<file path="src/hdl/sot_pkg.sv">
// shared types and constants of the section offset translator
`timescale 1ns / 1ps
package sot_pkg;

  localparam int MAX_SECTIONS_DEFAULT = 16;

  localparam int ADDR_W      = 32;
  localparam int NAME_W      = 64;
  localparam int SLOT_W      = 4;
  localparam int COUNT_W     = 5;
  localparam int CFG_INDEX_W = 4;
  localparam int CFG_DATA_W  = 32;

  localparam logic FUNC_LOAD      = 1'b0;
  localparam logic FUNC_TRANSLATE = 1'b1;

  localparam logic [CFG_INDEX_W-1:0] CFG_DIRECTION     = 4'd0;
  localparam logic [CFG_INDEX_W-1:0] CFG_SECTION_COUNT = 4'd1;

  localparam logic DIR_FILE_TO_VIRT = 1'b0;
  localparam logic DIR_VIRT_TO_FILE = 1'b1;

  typedef enum logic {
    ST_IDLE,
    ST_SCAN
  } state_t;

  typedef struct packed {
    logic              func;
    logic [SLOT_W-1:0] entry_index;
    logic [ADDR_W-1:0] entry_virtual_start;
    logic [ADDR_W-1:0] entry_file_offset;
    logic [ADDR_W-1:0] entry_raw_size;
    logic [NAME_W-1:0] entry_name;
    logic [ADDR_W-1:0] lookup_address;
  } item_t;

  typedef struct packed {
    logic [ADDR_W-1:0] translated_address;
    logic              found;
    logic [SLOT_W-1:0] hit_index;
    logic [NAME_W-1:0] hit_name;
  } result_t;

  typedef struct packed {
    logic [NAME_W-1:0] name;
    logic [ADDR_W-1:0] raw_size;
    logic [ADDR_W-1:0] file_offset;
    logic [ADDR_W-1:0] virtual_start;
  } entry_t;

  typedef struct packed {
    logic               direction;
    logic [COUNT_W-1:0] section_count;
  } cfg_t;

endpackage

</file>
<file path="src/hdl/section_offset_translator.sv">
// top level of the section offset translator: config registers, walker and table ram
//
//  channel  | signals                                  | beat taken when
//  ---------+------------------------------------------+---------------------------
//  command  | start, busy, item                        | start && !busy
//  result   | done, result                             | done (one cycle, no stall)
//  config   | cfg_valid, cfg_ready, cfg_index, cfg_data | cfg_valid && cfg_ready
//
//  a load writes its table slot when taken; its zero result comes on the next cycle
//  a translate walks one table entry a cycle through the ram's read port
//  and stops at the first hit or after the last searched entry
//  reset clears the direction (to virtual-to-file), count and control; table is not cleared
//  the receiver cannot stall; config is always ready
`timescale 1ns / 1ps
module section_offset_translator #(
  parameter int MAX_SECTIONS = sot_pkg::MAX_SECTIONS_DEFAULT
) (
  input  logic                               clk,
  input  logic                               rst,
  input  logic                               start,
  output logic                               busy,
  input  sot_pkg::item_t                     item,
  output logic                               done,
  output sot_pkg::result_t                   result,
  input  logic                               cfg_valid,
  output logic                               cfg_ready,
  input  logic [sot_pkg::CFG_INDEX_W-1:0]    cfg_index,
  input  logic [sot_pkg::CFG_DATA_W-1:0]     cfg_data
);

  localparam int IW = (MAX_SECTIONS > 1) ? $clog2(MAX_SECTIONS) : 1;
  localparam int EW = $bits(sot_pkg::entry_t);

  sot_pkg::cfg_t cfg;

  logic          ram_we;
  logic [IW-1:0] ram_waddr;
  logic [EW-1:0] ram_wdata;
  logic          ram_re;
  logic [IW-1:0] ram_raddr;
  logic [EW-1:0] ram_rdata;

  assign cfg_ready = 1'b1;

  always_ff @(posedge clk) begin
    if (rst) begin
      cfg.direction     <= sot_pkg::DIR_VIRT_TO_FILE;
      cfg.section_count <= '0;
    end else if (cfg_valid && cfg_ready) begin
      case (cfg_index)
        sot_pkg::CFG_DIRECTION:     cfg.direction     <= cfg_data[0];
        sot_pkg::CFG_SECTION_COUNT: cfg.section_count <= cfg_data[sot_pkg::COUNT_W-1:0];
        default: begin
        end
      endcase
    end
  end

  sot_walker #(
    .MAX_SECTIONS (MAX_SECTIONS),
    .IW           (IW)
  ) u_walker (
    .clk       (clk),
    .rst       (rst),
    .start     (start),
    .busy      (busy),
    .item      (item),
    .cfg       (cfg),
    .done      (done),
    .result    (result),
    .ram_we    (ram_we),
    .ram_waddr (ram_waddr),
    .ram_wdata (ram_wdata),
    .ram_re    (ram_re),
    .ram_raddr (ram_raddr),
    .ram_rdata (ram_rdata)
  );

  sot_ram #(
    .WIDTH (EW),
    .DEPTH (MAX_SECTIONS)
  ) u_table (
    .clk   (clk),
    .we    (ram_we),
    .waddr (ram_waddr),
    .wdata (ram_wdata),
    .re    (ram_re),
    .raddr (ram_raddr),
    .rdata (ram_rdata)
  );

endmodule

</file>
<file path="src/hdl/sot_ram.sv">
// generic single write port, single read port ram with registered read
`timescale 1ns / 1ps
module sot_ram #(
  parameter int WIDTH = 32,
  parameter int DEPTH = 16
) (
  input  logic                                   clk,
  input  logic                                   we,
  input  logic [((DEPTH > 1) ? $clog2(DEPTH) : 1)-1:0] waddr,
  input  logic [WIDTH-1:0]                       wdata,
  input  logic                                   re,
  input  logic [((DEPTH > 1) ? $clog2(DEPTH) : 1)-1:0] raddr,
  output logic [WIDTH-1:0]                       rdata
);

  logic [WIDTH-1:0] mem [DEPTH];

  always_ff @(posedge clk) begin
    if (we) begin
      mem[waddr] <= wdata;
    end
    if (re) begin
      rdata <= mem[raddr];
    end
  end

endmodule

</file>
<file path="src/hdl/sot_walker.sv">
// command control, section table walk and range match
`timescale 1ns / 1ps
module sot_walker #(
  parameter int MAX_SECTIONS = sot_pkg::MAX_SECTIONS_DEFAULT,
  parameter int IW = (MAX_SECTIONS > 1) ? $clog2(MAX_SECTIONS) : 1
) (
  input  logic                             clk,
  input  logic                             rst,
  input  logic                             start,
  output logic                             busy,
  input  sot_pkg::item_t                   item,
  input  sot_pkg::cfg_t                    cfg,
  output logic                             done,
  output sot_pkg::result_t                 result,
  output logic                             ram_we,
  output logic [IW-1:0]                    ram_waddr,
  output logic [$bits(sot_pkg::entry_t)-1:0] ram_wdata,
  output logic                             ram_re,
  output logic [IW-1:0]                    ram_raddr,
  input  logic [$bits(sot_pkg::entry_t)-1:0] ram_rdata
);

  localparam int CW = $clog2(MAX_SECTIONS + 1);

  sot_pkg::state_t  state, state_next;
  logic [CW-1:0]    ptr, ptr_next;
  logic             chk_valid, chk_valid_next;
  logic [IW-1:0]    chk_idx, chk_idx_next;
  logic [sot_pkg::ADDR_W-1:0] lookup;
  logic             done_next;
  sot_pkg::result_t result_next;

  logic [CW-1:0]    count;
  logic             issue;
  logic             slot_ok;
  sot_pkg::entry_t  wr_entry;
  sot_pkg::entry_t  rd_entry;
  logic [sot_pkg::ADDR_W-1:0] from_addr, to_addr, diff;
  logic             hit;

  // clamp the searched count to the table depth
  assign count = (32'(cfg.section_count) > 32'(MAX_SECTIONS)) ? CW'(MAX_SECTIONS)
                                                               : CW'(cfg.section_count);
  assign slot_ok = 32'(item.entry_index) < 32'(MAX_SECTIONS);
  assign issue   = ptr < count;
  assign busy    = state != sot_pkg::ST_IDLE;

  assign wr_entry.name          = item.entry_name;
  assign wr_entry.raw_size      = item.entry_raw_size;
  assign wr_entry.file_offset   = item.entry_file_offset;
  assign wr_entry.virtual_start = item.entry_virtual_start;
  assign ram_wdata = wr_entry;
  assign ram_waddr = IW'(item.entry_index);
  assign ram_raddr = ptr[IW-1:0];
  assign rd_entry  = ram_rdata;

  assign from_addr = (cfg.direction == sot_pkg::DIR_VIRT_TO_FILE) ? rd_entry.virtual_start
                                                                  : rd_entry.file_offset;
  assign to_addr   = (cfg.direction == sot_pkg::DIR_VIRT_TO_FILE) ? rd_entry.file_offset
                                                                  : rd_entry.virtual_start;
  assign diff = lookup - from_addr;
  assign hit  = chk_valid && (lookup >= from_addr) && (diff < rd_entry.raw_size);

  always_ff @(posedge clk) begin
    if (rst) begin
      state     <= sot_pkg::ST_IDLE;
      ptr       <= '0;
      chk_valid <= 1'b0;
      done      <= 1'b0;
    end else begin
      state     <= state_next;
      ptr       <= ptr_next;
      chk_valid <= chk_valid_next;
      done      <= done_next;
    end
  end

  always_ff @(posedge clk) begin
    chk_idx <= chk_idx_next;
    result  <= result_next;
    if (start && !busy) begin
      lookup <= item.lookup_address;
    end
  end

  always_comb begin
    state_next     = state;
    ptr_next       = ptr;
    chk_valid_next = 1'b0;
    chk_idx_next   = chk_idx;
    done_next      = 1'b0;
    result_next    = result;
    ram_we         = 1'b0;
    ram_re         = 1'b0;
    case (state)
      sot_pkg::ST_IDLE: begin
        if (start) begin
          if (item.func == sot_pkg::FUNC_LOAD) begin
            ram_we      = slot_ok;
            done_next   = 1'b1;
            result_next = '0;
          end else begin
            state_next = sot_pkg::ST_SCAN;
            ptr_next   = '0;
          end
        end
      end
      sot_pkg::ST_SCAN: begin
        ram_re = issue;
        if (issue) begin
          ptr_next       = ptr + CW'(1);
          chk_valid_next = 1'b1;
          chk_idx_next   = ptr[IW-1:0];
        end
        if (hit) begin
          chk_valid_next                 = 1'b0;
          done_next                      = 1'b1;
          result_next.translated_address = to_addr + diff;
          result_next.found              = 1'b1;
          result_next.hit_index          = sot_pkg::SLOT_W'(chk_idx);
          result_next.hit_name           = rd_entry.name;
          state_next                     = sot_pkg::ST_IDLE;
        end else if (!issue) begin
          // last entry checked, or nothing to search
          done_next   = 1'b1;
          result_next = '0;
          state_next  = sot_pkg::ST_IDLE;
        end
      end
      default: begin
        state_next = sot_pkg::ST_IDLE;
      end
    endcase
  end

  a_miss_is_zero: assert property (@(posedge clk) disable iff (rst)
    done && !result.found |-> result.translated_address == '0 && result.hit_index == '0
                              && result.hit_name == '0)
    else $error("not-found beat carries nonzero fields");

  a_write_only_idle: assert property (@(posedge clk) disable iff (rst)
    ram_we |-> state == sot_pkg::ST_IDLE && start)
    else $error("table written outside an accepted load");

  a_ptr_bound: assert property (@(posedge clk) disable iff (rst)
    state == sot_pkg::ST_SCAN |-> ptr <= count)
    else $error("walk pointer passed the section count");

  a_translate_busy: assert property (@(posedge clk) disable iff (rst)
    start && !busy && item.func == sot_pkg::FUNC_TRANSLATE |=> busy && !done)
    else $error("translate did not start a walk");

  a_load_beat: assert property (@(posedge clk) disable iff (rst)
    start && !busy && item.func == sot_pkg::FUNC_LOAD |=> done && !result.found)
    else $error("load gave no zero beat");

endmodule

</file>
<file path="config.mk">
export PLATFORM = sky130hd
export DESIGN_NAME = section_offset_translator
export DESIGN_NICKNAME = d
export VERILOG_FILES = /design/src/hdl/sot_pkg.sv /design/src/hdl/section_offset_translator.sv /design/src/hdl/sot_ram.sv /design/src/hdl/sot_walker.sv
export SDC_FILE = /design/constraint.sdc
export NUM_CORES = 2
export LEC_CHECK = 0
export BUFFER_PORTS_ARGS = -buffer_cell sky130_fd_sc_hd__buf_4
export CORE_MARGIN = 2
export CORE_UTILIZATION = 38
export CTS_CLUSTER_SIZE = 12
export DETAILED_ROUTE_END_ITERATION = 8
export GPL_TIMING_DRIVEN = 0
export PLACE_DENSITY_LB_ADDON = 0.12
export SLEW_MARGIN = 20
export SYNTH_ARGS = -nofsm -noshare
export SYNTH_HDL_FRONTEND = slang
export SYNTH_SLANG_ARGS = --single-unit
</file>
<file path="constraint.sdc">
create_clock -name clk -period 16.8 [get_ports clk]
set_input_delay 0 -clock clk [delete_from_list [all_inputs] [get_ports clk]]
set_output_delay 0 -clock clk [all_outputs]
set_load 0.02 [all_outputs]
</file>
==> summary.txt <==
Post-synth EDFFs - 2857
initial core utilization - 38.1%
CTS Hold Buffers Added - 391
Slew @ Worst Pin - 1.19 ns
vias in the first global route - 57000
io pins - 341
max_cap viols - 0
pin count of the biggest net entering global routing - 37
CTS root buf - clkbuf_16
Crit path depth - 26
post_cts resized - 0
Top delay family on crit path - compound AO/OA/AOI/OAI gates
die height - 544 um
GRT Overall Usage - 21.7%
post-synthesis cell type count - 71
DRC viols - 0
Yosys reg bits - 2871
layout net count - 6345
Routed WL - 321000 um
CP Capture Type - flop
Cell Pwr Density - 110 mW/mm2
TritonCTS clock tree - built
grt total ovfl - 0
via/cell ratio - 5.42
Cells after Synth - 4697
Crit. Startpoint - cfg[5]
gpl congestion - 0.829
Leak - 0.0439 uW
sequential share of the synthesized area - 77.7%
DR vias - 55100
worst reg2reg path endpoint - u_walker.result[43]
Worst Setup EP - u_walker.result[43]
CTS Sinks - 2871
initial DRC count - 5446
clock latency on the worst-skew pair - 0.90 ns
setup bufs post-CTS - 0
hpwl dp - 216000 um
syn_nets - 5035
crit-path max FO - 36
syn avg cell area - 23.6 um2
initial antenna violation count - 60
Worst setup SP type - flop
H-tree depth - 5
DIE WIDTH - 544 um
worst path required time - 17.35 ns
critical path's slowest cell - buf_1
final hold viol count - 0
reg2reg path depth - 26
final setup fails - 0
Post-Syn Area - 0.111 mm2
Final min period - 9.40 ns
RSZ-0062 raised after global routing - false
main flop type after synthesis - edfxtp_1
WP data arrival - 9.95 ns
clk slew on worst S/H paths - 0.06 ns
global-route wire length before repair - 448000 um
Bufs on Longest Clock Path - 4
critical path class - flop to flop
r2r startpoint - cfg[5]
slew margin rel. - 21.0%
number of buffers created by CTS - 316
Synth Warn # - 0
fin. max-slew vios - 0
Max rail drop VDD - 0.0797 mV
CP max stage delay - 0.85 ns
Worst path most repeated cell - nor2_1
HP Class - input pin to flop
DRT Pass-1 Iters - 5
Core ar. - 0.291 mm2
r2r setup slk - 7.40 ns
fmax - 106 MHz
Core Rows - 198
buffers added on ports - 311
Core Util, Final - 47.0%
layout cells sized above 1 - 31.8%
Tcrit/Tclk final - 55.9%
ANT nets after route - 0
WL/cell - 31.6 um
skew final - 0.0396 ns
Critical path buffers and inverters - 5
status - complete, no violations
post-synthesis async set-or-reset flop share - 0%
die area - 0.296 mm2
Area growth syn-to-layout - 23.2%
setup TNS - 0 ns
metrics by stage:
stage          area [um2]  hold slack, ns  total power [uW]  setup slack (ns)  instances
6_report           136000          0.0479             15000              7.40      10200
5_1_grt            136000          0.0342             15500              6.93      10100
4_1_cts            136000        0.000168             15200              7.37      10100
3_5_place_dp       123000           0.180              8620              7.42       9198
3_3_place_gp       118000           0.181              8620            -15.88       8908
2_1_floorplan      111000          0.0989              8340              4.00       4697
flip-flops by register name, indices dropped and copies added, names as in the netlist:
signal and cells:
cfg 6, u_table.mem 2560, u_table.rdata 160, u_walker.busy 1, u_walker.chk_idx 4, u_walker.chk_valid 1, u_walker.done 1, u_walker.lookup 32
u_walker.ptr 5, u_walker.result 101
final cells by class:
type / count / area [um2]
inverter: 64 / 240
tap: 3900 / 4880
multi-input combinational: 1548 / 23700
timing repair buffer: 992 / 11100
clock inverter: 149 / 1080
fill: 24100 / 154000
sequential: 2871 / 86100
antenna: 16 / 40.0
buffer: 214 / 950
clock buffer: 404 / 8370
worst min path at each step:
stage | startpoint | to | slack (ns) | cells after the start
3_5_place_dp | item[25] | u_walker.lookup[25] | 0.18 | 1
6_report | item[120] | u_table.mem[0][88] | 0.05 | 2
2_1_floorplan | item[160] | u_table.mem[0][0] | 0.1 | 0
4_1_cts | item[168] | u_table.mem[9][8] | 0.0002 | 2
5_1_grt | item[168] | u_table.mem[14][8] | 0.03 | 2
3_3_place_gp | item[27] | u_walker.lookup[27] | 0.18 | 1
metal layers:
metal	track usage, %	wire (um)	vias to the layer above
met3	3.41	18200	462
met1	29.5	135000	30000
met4	5.31	8090	32
li1	-	-	22800
met2	36.5	160000	1764
met5	0	215	-
cell families after synthesis:
group / after synthesis / share of synthesized area [%]
other: 1 / 0.00338
DFF: 2871 / 77.7
adders and majority gates: 101 / 1.15
and+or+nand+nor: 290 / 1.38
AOI/OAI and AO/OA: 229 / 1.40
muxes: 871 / 16.9
buffers and inverters: 278 / 0.990
xor gates and xnor gates: 56 / 0.455
worst reg2reg max path: stages, from the launching register on:
cell and delay [ns]:
dfxtp_1 0.48, clkbuf_1 0.64, buf_1 0.85, mux2i_1 0.29
fa_1 0.49, a21oi_2 0.21, o21ai_2 0.10, a2111oi_4 0.51
o31ai_1 0.21, a21oi_1 0.31, nor2_1 0.14, nor4_2 0.36
nor2_1 0.11, xor2_1 0.69, ha_1 0.39, a21o_1 0.16
a21oi_1 0.14, nor2_1 0.06, nor4b_1 0.33, o31a_1 0.22
o41ai_2 0.10, a21oi_4 0.81, buf_4 0.37, nand2b_2 0.25
o21a_4 0.24, buf_16 0.22, buf_16 0.29
where the power goes:
part | total, uW | switching (uW) | internal, uW
logic | 587 | 349 | 238
clock network | 6490 | 2810 | 3670
registers | 7960 | 23.8 | 7940
cell usage after synthesis, drive strengths merged (7+ instances only):
cell type	number	area share, %
mux2	33	0.34
nand2b	14	0.081
a31oi	7	0.045
and3	79	0.45
mux4	800	16
ha	99	1.1
o21ai	45	0.21
nand2	38	0.13
clkbuf	151	0.51
xnor2	34	0.27
inv	64	0.22
nor2b	7	0.040
o21bai	9	0.061
mux2i	38	0.34
nor2	82	0.28
dfxtp	14	0.25
nor3	20	0.099
o21a	10	0.068
xor2	21	0.17
nand4	12	0.068
buf	63	0.26
nand3	14	0.063
a21oi	67	0.33
a21o	45	0.30
a211oi	13	0.088
edfxtp	2857	77
cells in the final DEF, fill, tap and decap left out, types with 33 or more instances in the layout:
master / instances
edfxtp_1: 2857
mux4_2: 800
buf_4: 424
dlygate4sd3_1: 391
clkbuf_16: 321
clkbuf_1: 175
ha_1: 99
buf_12: 84
and3_1: 79
buf_16: 78
clkinv_1: 74
nor2_1: 69
inv_1: 63
a21oi_1: 63
clkbuf_2: 56
buf_2: 49
a21o_1: 45
o21ai_0: 41
mux2i_1: 38
nand2_1: 37
clkinv_2: 36
xnor2_1: 34
mux2_2: 33
Note: power is estimated with default switching activity, not from simulation.
